===== src/hdl/las_pkg.sv =====
// Shared types and constants for the least-attained-service scheduler.
// Used by las_alu, las_mem and least_attained_service_scheduler_top.
`timescale 1ns / 1ps

package las_pkg;

  // default number of process slots
  localparam int MAX_PROCS_DEF = 16;

  // field widths
  localparam int TIME_W = 32;
  localparam int VAL_W  = 16;
  localparam int CNT_W  = 5;
  localparam int ID_W   = 5;
  localparam int SLOT_W = 4;

  // operation codes
  localparam logic OP_LOAD = 1'b0;
  localparam logic OP_TICK = 1'b1;

  // one process slot as held in the slot memory
  typedef struct packed {
    logic [VAL_W-1:0] arrival;
    logic [VAL_W-1:0] burst;
    logic [VAL_W-1:0] remaining;
    logic [VAL_W-1:0] service;
  } las_entry_t;

  // result of the shared subtract/compare unit
  typedef struct packed {
    logic              lt;
    logic [TIME_W-1:0] diff;
  } las_alu_res_t;

endpackage


===== src/hdl/least_attained_service_scheduler_top.sv =====
// Top level of the least-attained-service scheduler: sequencer and state.
// Depends on las_pkg, las_alu and las_mem.
//
//  channel | direction | ports                                   | handshake
//  in      | input     | in_operation, in_slot, in_arrival, in_burst | in_valid / in_stall
//  out     | output    | out_now .. out_all_done                 | out_valid / out_stall
//  cfg     | input     | cfg_wr_data (process count)             | cfg_wr_en
//
// A load writes its slot and goes to its result. A tick scans the slots in use for
// the least-served ready slot, then serves it; on a completion it also works out
// turnaround and waiting. The first effective tick first scans for the least arrival.
// The single read port of the slot memory means one slot is examined per cycle. A tick
// with everything done skips the scans. rst_n is synchronous; after reset process_count is 1.
// One transaction is in work at a time; the next is taken while a result waits
// on out_stall, and a finished result holds until the output register frees.
`timescale 1ns / 1ps

module least_attained_service_scheduler_top #(
  parameter int MAX_PROCS = las_pkg::MAX_PROCS_DEF
) (
  input  logic                         clk,
  input  logic                         rst_n,
  // input channel
  input  logic                         in_valid,
  output logic                         in_stall,
  input  logic                         in_operation,
  input  logic [las_pkg::SLOT_W-1:0]   in_slot,
  input  logic [las_pkg::VAL_W-1:0]    in_arrival,
  input  logic [las_pkg::VAL_W-1:0]    in_burst,
  // result channel
  output logic                         out_valid,
  input  logic                         out_stall,
  output logic [las_pkg::TIME_W-1:0]   out_now,
  output logic [las_pkg::ID_W-1:0]     out_served_id,
  output logic                         out_finished,
  output logic [las_pkg::TIME_W-1:0]   out_turnaround,
  output logic [las_pkg::TIME_W-1:0]   out_waiting,
  output logic [las_pkg::TIME_W-1:0]   out_idle_total,
  output logic                         out_all_done,
  // configuration
  input  logic                         cfg_wr_en,
  input  logic [las_pkg::CNT_W-1:0]    cfg_wr_data
);

  localparam int AW = $clog2(MAX_PROCS);
  localparam int CW = $clog2(MAX_PROCS + 1);
  localparam int TW = las_pkg::TIME_W;
  localparam int VW = las_pkg::VAL_W;

  // sequencer states
  localparam logic [2:0] S_IDLE = 3'd0;
  localparam logic [2:0] S_MIN  = 3'd1;
  localparam logic [2:0] S_SCAN = 3'd2;
  localparam logic [2:0] S_UPD  = 3'd3;
  localparam logic [2:0] S_TA   = 3'd4;
  localparam logic [2:0] S_WT   = 3'd5;
  localparam logic [2:0] S_DONE = 3'd6;

  // control registers
  logic [2:0]              state_r, state_nxt;
  logic [CW-1:0]           idx_r, idx_nxt;
  logic                    pend_r, pend_nxt;
  logic [las_pkg::CNT_W-1:0] pc_r, pc_nxt;
  logic [TW-1:0]           time_r, time_nxt;
  logic [TW-1:0]           idle_r, idle_nxt;
  logic                    started_r, started_nxt;
  logic [MAX_PROCS-1:0]    done_r, done_nxt;
  logic                    out_valid_r, out_valid_nxt;

  // working registers
  logic [AW-1:0]           didx_r, didx_nxt;
  logic [TW-1:0]           min_r, min_nxt;
  logic                    found_r, found_nxt;
  logic [AW-1:0]           best_r, best_nxt;
  las_pkg::las_entry_t     best_e_r, best_e_nxt;
  logic [las_pkg::ID_W-1:0] served_r, served_nxt;
  logic                    fin_r, fin_nxt;
  logic [TW-1:0]           ta_r, ta_nxt;
  logic [TW-1:0]           wt_r, wt_nxt;

  // output payload registers
  logic [TW-1:0]           o_now_r, o_now_nxt;
  logic [las_pkg::ID_W-1:0] o_srv_r, o_srv_nxt;
  logic                    o_fin_r, o_fin_nxt;
  logic [TW-1:0]           o_ta_r, o_ta_nxt;
  logic [TW-1:0]           o_wt_r, o_wt_nxt;
  logic [TW-1:0]           o_idle_r, o_idle_nxt;
  logic                    o_all_r, o_all_nxt;

  // memory and ALU connections
  logic                    mem_we;
  logic [AW-1:0]           mem_waddr;
  las_pkg::las_entry_t     mem_wdata;
  las_pkg::las_entry_t     rd_e;
  logic [TW-1:0]           alu_a, alu_b;
  las_pkg::las_alu_res_t   alu_res;

  logic [CW-1:0]           n_w;
  logic [MAX_PROCS-1:0]    in_use;
  logic                    all_done_w;
  logic                    accept_w;
  logic                    last_w;
  logic                    ready_w;
  logic                    out_free_w;
  las_pkg::las_entry_t     upd_e;

  las_mem #(
    .DEPTH (MAX_PROCS),
    .AW    (AW)
  ) u_mem (
    .clk     (clk),
    .wr_en   (mem_we),
    .wr_addr (mem_waddr),
    .wr_data (mem_wdata),
    .rd_addr (idx_r[AW-1:0]),
    .rd_data (rd_e)
  );

  las_alu u_alu (
    .a   (alu_a),
    .b   (alu_b),
    .res (alu_res)
  );

  // slots in use, saturated to the slot count
  always_comb begin
    if (32'(pc_r) > 32'(MAX_PROCS)) begin
      n_w = CW'(MAX_PROCS);
    end else begin
      n_w = CW'(pc_r);
    end
  end

  // every slot in use is done
  always_comb begin
    for (int i = 0; i < MAX_PROCS; i++) begin
      in_use[i] = 32'(i) < 32'(n_w);
    end
    all_done_w = &(done_r | ~in_use);
  end

  assign accept_w   = in_valid && !in_stall;
  assign in_stall   = (state_r != S_IDLE);
  assign last_w     = (idx_r == n_w) && pend_r;
  assign out_free_w = !out_valid_r || !out_stall;

  // ready slot: arrived and not done
  assign ready_w = !done_r[didx_r] && ({{(TW-VW){1'b0}}, rd_e.arrival} <= time_r);

  // served slot after one unit
  always_comb begin
    upd_e = best_e_r;
    if (best_e_r.service != '1) begin
      upd_e.service = best_e_r.service + 1'b1;
    end
    if (best_e_r.remaining != '0) begin
      upd_e.remaining = best_e_r.remaining - 1'b1;
    end
  end

  // operand select for the shared unit
  always_comb begin
    alu_a = '0;
    alu_b = '0;
    unique case (state_r)
      S_MIN: begin
        alu_a = {{(TW-VW){1'b0}}, rd_e.arrival};
        alu_b = min_r;
      end
      S_SCAN: begin
        alu_a = {{(TW-VW){1'b0}}, rd_e.service};
        alu_b = {{(TW-VW){1'b0}}, best_e_r.service};
      end
      S_TA: begin
        alu_a = time_r;
        alu_b = {{(TW-VW){1'b0}}, best_e_r.arrival};
      end
      S_WT: begin
        alu_a = ta_r;
        alu_b = {{(TW-VW){1'b0}}, best_e_r.burst};
      end
      default: begin
        alu_a = '0;
        alu_b = '0;
      end
    endcase
  end

  // sequencer
  always_comb begin
    state_nxt     = state_r;
    idx_nxt       = idx_r;
    pend_nxt      = pend_r;
    pc_nxt        = pc_r;
    time_nxt      = time_r;
    idle_nxt      = idle_r;
    started_nxt   = started_r;
    done_nxt      = done_r;
    out_valid_nxt = out_valid_r;
    didx_nxt      = didx_r;
    min_nxt       = min_r;
    found_nxt     = found_r;
    best_nxt      = best_r;
    best_e_nxt    = best_e_r;
    served_nxt    = served_r;
    fin_nxt       = fin_r;
    ta_nxt        = ta_r;
    wt_nxt        = wt_r;
    o_now_nxt     = o_now_r;
    o_srv_nxt     = o_srv_r;
    o_fin_nxt     = o_fin_r;
    o_ta_nxt      = o_ta_r;
    o_wt_nxt      = o_wt_r;
    o_idle_nxt    = o_idle_r;
    o_all_nxt     = o_all_r;
    mem_we        = 1'b0;
    mem_waddr     = best_r;
    mem_wdata     = upd_e;

    if (cfg_wr_en) begin
      pc_nxt = cfg_wr_data;
    end

    // output register drains
    if (out_valid_r && !out_stall) begin
      out_valid_nxt = 1'b0;
    end

    // pipelined slot walk: read issued at idx, data for didx in the next cycle
    if (state_r == S_MIN || state_r == S_SCAN) begin
      if (idx_r < n_w) begin
        idx_nxt  = idx_r + 1'b1;
        pend_nxt = 1'b1;
      end else begin
        pend_nxt = 1'b0;
      end
      didx_nxt = idx_r[AW-1:0];
    end

    unique case (state_r)
      S_IDLE: begin
        if (accept_w) begin
          served_nxt = '0;
          fin_nxt    = 1'b0;
          ta_nxt     = '0;
          wt_nxt     = '0;
          idx_nxt    = '0;
          pend_nxt   = 1'b0;
          found_nxt  = 1'b0;
          min_nxt    = '1;
          if (in_operation == las_pkg::OP_LOAD) begin
            if (32'(in_slot) < 32'(MAX_PROCS)) begin
              mem_we                 = 1'b1;
              mem_waddr              = AW'(in_slot);
              mem_wdata.arrival      = in_arrival;
              mem_wdata.burst        = in_burst;
              mem_wdata.remaining    = in_burst;
              mem_wdata.service      = '0;
              done_nxt[AW'(in_slot)] = 1'b0;
            end
            state_nxt = S_DONE;
          end else if (all_done_w) begin
            state_nxt = S_DONE;
          end else if (!started_r) begin
            state_nxt = S_MIN;
          end else begin
            state_nxt = S_SCAN;
          end
        end
      end

      // least arrival over the slots in use
      S_MIN: begin
        if (pend_r && alu_res.lt) begin
          min_nxt = alu_a;
        end
        if (last_w) begin
          time_nxt    = (pend_r && alu_res.lt) ? alu_a : min_r;
          started_nxt = 1'b1;
          idx_nxt     = '0;
          pend_nxt    = 1'b0;
          state_nxt   = S_SCAN;
        end
      end

      // least-served ready slot, lowest slot wins ties
      S_SCAN: begin
        if (pend_r && ready_w && (!found_r || alu_res.lt)) begin
          found_nxt  = 1'b1;
          best_nxt   = didx_r;
          best_e_nxt = rd_e;
        end
        if (last_w) begin
          state_nxt = S_UPD;
        end
      end

      // advance time, serve one unit
      S_UPD: begin
        time_nxt = (time_r == '1) ? time_r : time_r + 1'b1;
        if (!found_r) begin
          idle_nxt  = (idle_r == '1) ? idle_r : idle_r + 1'b1;
          state_nxt = S_DONE;
        end else begin
          mem_we     = 1'b1;
          best_e_nxt = upd_e;
          served_nxt = las_pkg::ID_W'({1'b0, best_r} + 1'b1);
          if (upd_e.remaining == '0) begin
            done_nxt[best_r] = 1'b1;
            fin_nxt          = 1'b1;
            state_nxt        = S_TA;
          end else begin
            state_nxt = S_DONE;
          end
        end
      end

      // turnaround = completion time - arrival
      S_TA: begin
        ta_nxt    = alu_res.diff;
        state_nxt = S_WT;
      end

      // waiting = turnaround - burst, floored at zero
      S_WT: begin
        wt_nxt    = alu_res.lt ? '0 : alu_res.diff;
        state_nxt = S_DONE;
      end

      // hand the result to the output register
      S_DONE: begin
        if (out_free_w) begin
          out_valid_nxt = 1'b1;
          o_now_nxt     = time_r;
          o_srv_nxt     = served_r;
          o_fin_nxt     = fin_r;
          o_ta_nxt      = ta_r;
          o_wt_nxt      = wt_r;
          o_idle_nxt    = idle_r;
          o_all_nxt     = all_done_w;
          state_nxt     = S_IDLE;
        end
      end

      default: begin
        state_nxt = S_IDLE;
      end
    endcase
  end

  // control state
  always_ff @(posedge clk) begin
    if (!rst_n) begin
      state_r     <= S_IDLE;
      idx_r       <= '0;
      pend_r      <= 1'b0;
      pc_r        <= las_pkg::CNT_W'(1);
      time_r      <= '0;
      idle_r      <= '0;
      started_r   <= 1'b0;
      done_r      <= '0;
      out_valid_r <= 1'b0;
    end else begin
      state_r     <= state_nxt;
      idx_r       <= idx_nxt;
      pend_r      <= pend_nxt;
      pc_r        <= pc_nxt;
      time_r      <= time_nxt;
      idle_r      <= idle_nxt;
      started_r   <= started_nxt;
      done_r      <= done_nxt;
      out_valid_r <= out_valid_nxt;
    end
  end

  // payload and working registers
  always_ff @(posedge clk) begin
    didx_r   <= didx_nxt;
    min_r    <= min_nxt;
    found_r  <= found_nxt;
    best_r   <= best_nxt;
    best_e_r <= best_e_nxt;
    served_r <= served_nxt;
    fin_r    <= fin_nxt;
    ta_r     <= ta_nxt;
    wt_r     <= wt_nxt;
    o_now_r  <= o_now_nxt;
    o_srv_r  <= o_srv_nxt;
    o_fin_r  <= o_fin_nxt;
    o_ta_r   <= o_ta_nxt;
    o_wt_r   <= o_wt_nxt;
    o_idle_r <= o_idle_nxt;
    o_all_r  <= o_all_nxt;
  end

  assign out_valid      = out_valid_r;
  assign out_now        = o_now_r;
  assign out_served_id  = o_srv_r;
  assign out_finished   = o_fin_r;
  assign out_turnaround = o_ta_r;
  assign out_waiting    = o_wt_r;
  assign out_idle_total = o_idle_r;
  assign out_all_done   = o_all_r;

endmodule


===== src/hdl/las_alu.sv =====
// Shared subtract/compare unit of the scheduler sequencer.
// Depends on las_pkg.
`timescale 1ns / 1ps

module las_alu (
  input  logic [las_pkg::TIME_W-1:0] a,
  input  logic [las_pkg::TIME_W-1:0] b,
  output las_pkg::las_alu_res_t      res
);

  logic [las_pkg::TIME_W:0] sub;

  // a - b with borrow out; borrow means a < b
  assign sub      = {1'b0, a} - {1'b0, b};
  assign res.lt   = sub[las_pkg::TIME_W];
  assign res.diff = sub[las_pkg::TIME_W-1:0];

endmodule


===== src/hdl/las_mem.sv =====
// Slot memory: one write port, one registered read port.
// Depends on las_pkg for the entry type.
`timescale 1ns / 1ps

module las_mem #(
  parameter int DEPTH = las_pkg::MAX_PROCS_DEF,
  parameter int AW    = $clog2(DEPTH)
) (
  input  logic                clk,
  input  logic                wr_en,
  input  logic [AW-1:0]       wr_addr,
  input  las_pkg::las_entry_t wr_data,
  input  logic [AW-1:0]       rd_addr,
  output las_pkg::las_entry_t rd_data
);

  las_pkg::las_entry_t mem [DEPTH];
  las_pkg::las_entry_t rd_data_r;

  // write port
  always_ff @(posedge clk) begin
    if (wr_en) begin
      mem[wr_addr] <= wr_data;
    end
  end

  // registered read port
  always_ff @(posedge clk) begin
    rd_data_r <= mem[rd_addr];
  end

  assign rd_data = rd_data_r;

endmodule

===== config.mk =====
export PLATFORM = sky130hd
export DESIGN_NAME = least_attained_service_scheduler_top
export DESIGN_NICKNAME = d
export VERILOG_FILES = /design/src/hdl/las_pkg.sv /design/src/hdl/least_attained_service_scheduler_top.sv /design/src/hdl/las_alu.sv /design/src/hdl/las_mem.sv
export SDC_FILE = /design/constraint.sdc
export NUM_CORES = 2
export LEC_CHECK = 0
export BUFFER_PORTS_ARGS = -buffer_cell sky130_fd_sc_hd__buf_4
export CAP_MARGIN = 20
export CORE_AREA = 3 3 351 353
export CTS_CLUSTER_DIAMETER = 40
export DETAILED_ROUTE_END_ITERATION = 8
export DIE_AREA = 0 0 354 356
export GPL_TIMING_DRIVEN = 0
export PLACE_DENSITY = 0.72
export RECOVER_POWER = 50
export SYNTH_ARGS = -nofsm -noshare
export SYNTH_HDL_FRONTEND = slang
export SYNTH_SLANG_ARGS = --single-unit

===== constraint.sdc =====
create_clock -name clk -period 10 [get_ports clk]
set_input_delay 0.5 -clock clk [delete_from_list [all_inputs] [get_ports clk]]
set_output_delay 0.5 -clock clk [all_outputs]
set_load 0.03 [all_outputs]

Word-level counts from Yosys, hierarchy flattened
Memories as Yosys holds them, arrays and structs flattened. A register that Yosys moved wholly into a read port is not among the register bits. Index checks and enable logic that the tools add are counted.

Add/subtract/negate cells: 7. Multipliers: 0. Div/mod/pow operators: 0. $lt $le $gt $ge: 24. Equal/unequal tests: 19. Shifts and indexed selects: 0. Muxes and demuxes: 73. Bitwise gates (word level): 8. Reduce and logical (&&, ||, !) cells: 44.

Operators by type and width (count): $mux W64 (4); $pmux W32 S2 (4); $pmux W32 S4 (2); $mux W32 (7); $pmux W64 S2 (1); $mux W16 (6); $add A32 B1 Y32 const B (2); $eq A32 B32 Y1 const B (2); $lt A4 B5 Y1 const A (8); $mux W5 (7); $sub A32 B32 Y33 (1); $le A16 B32 Y1 (1); $not A16 Y16 (2); $or A16 B16 Y16 (2); $pmux W16 S2 (1); $pmux W3 S7 (1); $lt A3 B5 Y1 const A (4); $pmux W5 S2 (2); $mux W1 (19); $mux W3 (6); $reduce_and A3 Y1 (6); $add A16 B1 Y16 const B (1); $and A16 B16 Y16 (1); $logic_not A16 Y1 (1); other kinds (33) (84).

Flip-flop bits (word level): 406. Latch bits: 0. Bits in writable memories: 1024. ROM bits: 0. Output and inout bits: 137. Word-level logic and storage cells: 204. Memories: 1.

Memory list: u_mem.mem (depth 16, width 64, read ports 1, clocked after memory_dff 1, wr ports 1, line las_mem.sv:17) `las_pkg::las_entry_t mem [DEPTH];`.

Longest topological paths before layout
Depth in word-level cells: 10. Mapped depth: 18. Depth with buffers taken out: 14.

By module
A second synthesis with hierarchy kept.

Cell total of the unflattened synthesis: 3653. Area, all modules: 60566.8 um^2.

Modules (own cells, without submodules): las_mem (times used 1, cells each 1647, area an instance 39581.7 um^2, seq. area each 32030.7 um^2); least_attained_service_scheduler_top (times used 1, cells each 1767, area an instance 19271.0 um^2, seq. area each 11230.8 um^2); las_alu (times used 1, cells each 239, area an instance 1714.1 um^2, seq. area each 0.0 um^2).

Worst setup path before layout
No wires, ideal clock.

Path type: register to register. From: register state_r[1]. To: register o_all_r (netlist: out_all_done), enable pin. Setup time: 0.674 ns. Arrival: 7.519 ns. Data required time: 9.326 ns. Path slack: 1.807 ns. Stages on the path, launching flop included: 5. Path buffers: 2. Cells stage by stage: dfxtp_1 > clkbuf_1 > clkbuf_1 > nand2_1 > a21oi_1.

Cells in the longest elaborated chain, start to end: 2.

RTL lines: from (decl) (line least_attained_service_scheduler_top.sv:60) `logic [2:0] state_r, state_nxt;`; from (signal assigned) (line least_attained_service_scheduler_top.sv:364) `state_r <= state_nxt;`; $eq A3 B3 Y1 (line least_attained_service_scheduler_top.sv:240) `unique case (state_r)`; $reduce_and A2 Y1 (no source line); to (signal assigned) (line least_attained_service_scheduler_top.sv:393) `o_all_r <= o_all_nxt;`; to (decl) (line least_attained_service_scheduler_top.sv:88) `logic o_all_r, o_all_nxt;`.

Every way passes these cells. A chain may end at the register's enable or synchronous reset.

Final worst setup path
From: register state_r[1]. To: register o_wt_r[6] (netlist: out_waiting[6]), enable pin.

Cells in the longest elaborated chain, start to end: 2.

RTL lines: $eq A3 B3 Y1 (line least_attained_service_scheduler_top.sv:240); $reduce_and A2 Y1 (no source line); to (signal assigned) (line least_attained_service_scheduler_top.sv:391) `o_wt_r <= o_wt_nxt;`; to (decl) (line least_attained_service_scheduler_top.sv:86) `logic [TW-1:0] o_wt_r, o_wt_nxt;`.

Every way passes these cells.

==> impl_summary.log <==
[metrics] post-layout total power: around 16 mW
[metrics] total I/O pin count: 184
[metrics] Post-synth EDFFs: 1334
[metrics] CP endpoint: out_waiting[6]$_DFFE_PP_
[metrics] type of element launching the critical path: register
[metrics] total count of hold-check failures in the final report: 0
[metrics] DP HPWL: 109000 um
[metrics] site row count: about 130
[metrics] failing checks: capacitance limit, slew limit
[metrics] nets: between 4000 and 5000
[metrics] post-synthesis adder-cell area fraction: 0.0132
[metrics] top achievable clock speed: roughly 150 MHz
[metrics] global-route congestion overflow total: 0
[metrics] post-route antenna net violation count: 0
[metrics] CTS clock-pin slew for the worst setup and hold paths: roughly 0.06 ns
[metrics] logic depth of the worst setup path including buffers: 7
[metrics] maximum number of pins on one net before global-route repair: 34
[metrics] share of total power consumed by net switching: 0.263
[metrics] Core Region: 120000 um^2
[metrics] clock group share of total power: 0.390
[metrics] Flop pwr share: 0.470
[metrics] initial antenna violation count: 4
[metrics] total vias in the final route: approximately 35000
[metrics] Filler Cells Inserted: roughly 9000
[metrics] share of synthesized area occupied by flip-flops and latches: 0.720
[metrics] CTS tree: built
[metrics] worst reg-to-reg setup slack: ~3.2 ns
[metrics] endpoint of the worst-slack reg-to-reg timing path: out_waiting[6]$_DFFE_PP_
[metrics] dominant synthesized flop cell: edfxtp_1
[metrics] final setup TNS: 0 ns
[metrics] number of global-route vias before repair: ~35000
[metrics] M3 GR Usage: 0.0563
[metrics] postcts setup bufs: 0
[metrics] Num CTS Buffers: 165
[metrics] detailed-route wire length: 162000 um
[metrics] post-detailed-route DRC marker count: 0
[metrics] number of I/O port buffers: 180
[metrics] Die Ht: approximately 360 um
[metrics] count of synthesis-stage warnings from yosys: 0
[metrics] Final min period: 6.80 ns
[metrics] largest reg by FF count: u_mem.mem
[metrics] synthesized netlist net count: between 3000 and 4000
[metrics] met2 track utilization from global routing: 0.413
[metrics] Worst path max stage delay: between 1.5 and 2 ns
[metrics] power density of the placed cells: 223 nW/um^2
[metrics] RSZ-0062 raised after global routing: no
[metrics] data required time at the worst endpoint: approximately 10 ns
[metrics] Crit path buffers/inverters: 5
[metrics] area added between synthesis and finish: 16.3%
[metrics] utilization after layout: 0.581
[metrics] Setup Skew: 0.0384 ns
[metrics] cell type of the slowest stage on the worst timing path: a21oi_1
[metrics] share of synthesized flip-flops with an asynchronous set or reset: 0
[metrics] worst max-slew margin expressed relative to the limit: -0.446
[metrics] clock sinks: 1494
[metrics] worst slack at placement: 3.66 ns
[metrics] share of the synthesized netlist area taken by xor and xnor gates: 0.0117
[metrics] Worst Max-Slew Pin Slew: ~2.2 ns
[metrics] critical path cell sequence: clkbuf_1, clkbuf_1, nand2_1, a21oi_1, clkbuf_1, clkbuf_1, clkbuf_1
[metrics] crit path max fanout: 33
[metrics] setup violators final: 0
[metrics] arrival time at the worst endpoint: a little over 7 ns
[metrics] WS Path Type: reg -> reg
[metrics] GRT busiest layer: met2
[metrics] P_leak: around 22 nW
[metrics] clock buffer depth: 3
[metrics] number of H-tree levels: 4
[metrics] Combinational Power Share: 0.140
[metrics] global placer's final weighted congestion: between 0.9 and 1
[metrics] startpoint of the lowest-slack register-to-register path: state_r[1]$_SDFFE_PN0P_
[metrics] effective utilization at floorplan: 0.500
[metrics] main combinational cell family by area after synthesis: multiplexers
[metrics] length of the first detailed-routing pass in iterations: 7
[metrics] dominant cell type by count on the critical path: clkbuf_1
[metrics] clock latency reported for the late side of the worst-skew pair: between 0.7 and 0.8 ns
[metrics] Avg Inst Size Synth: ~17 um^2
[metrics] max-slew violation count: roughly 340
[metrics] worst min-delay path category: in -> reg
[metrics] # Max-Cap Violations: 16
[metrics] share of the clock period used by the worst path after layout: 0.680
[metrics] Largest register FFs: 1024
[metrics] FF-to-FF path depth: 7
[metrics] synthesized-area fraction occupied by ao, oa, aoi and oai cells: 0.0471
[metrics] number of distinct standard cells referenced by the synthesized netlist: between 80 and 90
[metrics] mux cell area share after synthesis: 0.130
[metrics] global routing usage summed across all routing layers: 0.256
[metrics] global-route wire length before repair: about 240000 um
[metrics] cell internal pwr: 11.5 mW
[metrics] outcome: complete, but fails checks
[metrics] drt initial violations: around 4200
[metrics] layout cells sized above 1: 0.180
[metrics] largest voltage drop on the vdd net: slightly above 0.2 mV
[metrics] worst setup margin: roughly 3.2 ns
[metrics] post-synthesis sequential element count: about 1500
[metrics] switching power total: roughly 4 mW
[metrics] synthesized area: between 60000 and 70000 um^2
[metrics] average via count per standard cell: roughly 6.2
[metrics] fraction of met1 tracks used by global routing: 0.341
[metrics] total of cells resized after clock tree synthesis: 0
[metrics] die outline area: 126000 um^2
[metrics] Worst path top cell family by delay: buffers and inverters
[metrics] DIE WIDTH: about 350 um
[metrics] gate count after technology mapping: between 3000 and 4000
[metrics] simple logic cell fraction of the synthesized area: 0.0629
[metrics] Routed wire per std cell: 28.4 um
[metrics] critical path launch point: state_r[1]$_SDFFE_PN0P_
[metrics] Hold Worst Slack: between 0.05 and 0.06 ns
[metrics] CTS root buf: clkbuf_16
[metrics] critical path capture point type: register
==> worst reg2reg max path, cell delays in order, from the launching register on <==
cell and delay [ns]:
dfxtp_1 0.40, clkbuf_1 0.34, clkbuf_1 0.39, nand2_1 0.14
a21oi_1 1.61, clkbuf_1 1.07, clkbuf_1 1.16, clkbuf_1 1.27
==> cell usage in the layout (no fill, tap or decap), types with 13 or more instances in the layout <==
master     instances
edfxtp_1        1334
clkbuf_1         363
mux4_2           325
nand2_1          298
nor2_1           220
clkbuf_16        167
dfxtp_1          160
a21oi_1           99
o21ai_0           93
nand3_1           65
ha_1              62
inv_1             49
mux2i_1           47
xor2_1            46
buf_4             45
nand4_1           40
nor3_1            34
xnor2_1           34
a22o_1            33
buf_12            31
a22oi_1           27
buf_1             26
and2_0            26
and3_1            20
and2_1            20
o31ai_1           20
a21o_1            19
a221oi_1          18
inv_6             18
clkinv_2          18
buf_8             18
clkinv_1          17
nor2b_1           15
a31oi_1           15
nand2b_1          13
o22ai_1           13
==> synthesized netlist by cell type (18+ instances only) <==
cell type	instances	area (um^2)
a21o_1	19	143
a21oi_1	99	495
a221oi_1	18	158
a22o_1	33	289
a22oi_1	27	203
and2_1	45	282
and3_1	20	125
buf_1	44	165
clkbuf_1	135	507
dfxtp_1	160	3200
edfxtp_1	1334	40100
ha_1	62	776
inv_1	49	184
mux2i_1	47	470
mux4_2	325	7320
nand2_1	299	1120
nand3_1	65	325
nand4_1	40	250
nor2_1	227	852
nor3_1	35	175
o21ai_0	93	465
o31ai_1	20	150
xnor2_1	34	298
xor2_1	46	403
==> final cells by class <==
cell class | instances | area [um^2] | share of cell area
Sequential cell | 1494 | 43300 | 0.619
Timing Repair Buffer | 291 | 2150 | 0.0307
Buffer | 186 | 718 | 0.0103
Inverter | 51 | 191 | 0.00274
Tap cell | 1612 | 2020 | 0.0289
Antenna cell | 1 | 2.50 | 0.0000358
Clock buffer | 206 | 4450 | 0.0636
Multi-Input combinational cell | 1756 | 16000 | 0.229
Clock inverter | 102 | 1100 | 0.0158
==> cell families after synthesis <==
logic type | Yosys count
xor gates and xnor gates | 80
and+or+nand+nor | 818
muxes | 373
buffers and inverters | 237
AOI/OAI and AO/OA | 422
adders and majority gates | 63
DFF | 1494
==> how the worst min path moves through the flow <==
stage / slack (ns) / to / start / cells after the start
2_1_floorplan: 0.40 / out_finished$_DFFE_PP_ / fin_r$_DFFE_PP_ / 0
4_1_cts: 0.01 / out_valid$_SDFF_PN0_ / out_stall / 3
5_1_grt: 0.04 / out_valid$_SDFF_PN0_ / out_stall / 3
3_5_place_dp: 0.40 / out_waiting[22]$_DFFE_PP_ / wt_r[22]$_SDFFCE_PP0P_ / 0
6_report: 0.05 / out_valid$_SDFF_PN0_ / out_stall / 3
3_3_place_gp: 0.40 / out_waiting[25]$_DFFE_PP_ / wt_r[25]$_SDFFCE_PP0P_ / 0
==> stage by stage <==
step | instances | area (um^2)
6_report | 5699 | 69800
5_1_grt | 5698 | 69800
4_1_cts | 5665 | 70600
3_5_place_dp | 5352 | 65000
3_3_place_gp | 5279 | 63400
2_1_floorplan | 3487 | 60100
==> timing repair <==
item,4_1_cts,5_1_grt
endpoints found under the hold margin,5,0
hold buffers,5,0
setup endpoints to repair,0,0
==> power groups by stage <==
stage | registers (mW) | logic, mW | clock network, mW
after floorplan | 7.38 | 1.45 | 0
after global placement | 7.47 | 2.07 | 0
after detailed placement | 7.44 | 2.17 | 0
after CTS | 7.31 | 2.18 | 6.14
after global routing | 7.32 | 2.36 | 6.38
final | 7.31 | 2.18 | 6.06
==> per-layer routing <==
layer  routed length, um  vias up  part of all wire
met5                 115        -           0.00071
met4                6320        2             0.039
met3               16400      366              0.10
met2               77900     2030              0.48
met1               60900    17900              0.38
li1                    -    14800                 -
Power figures use the tool's default switching activity.
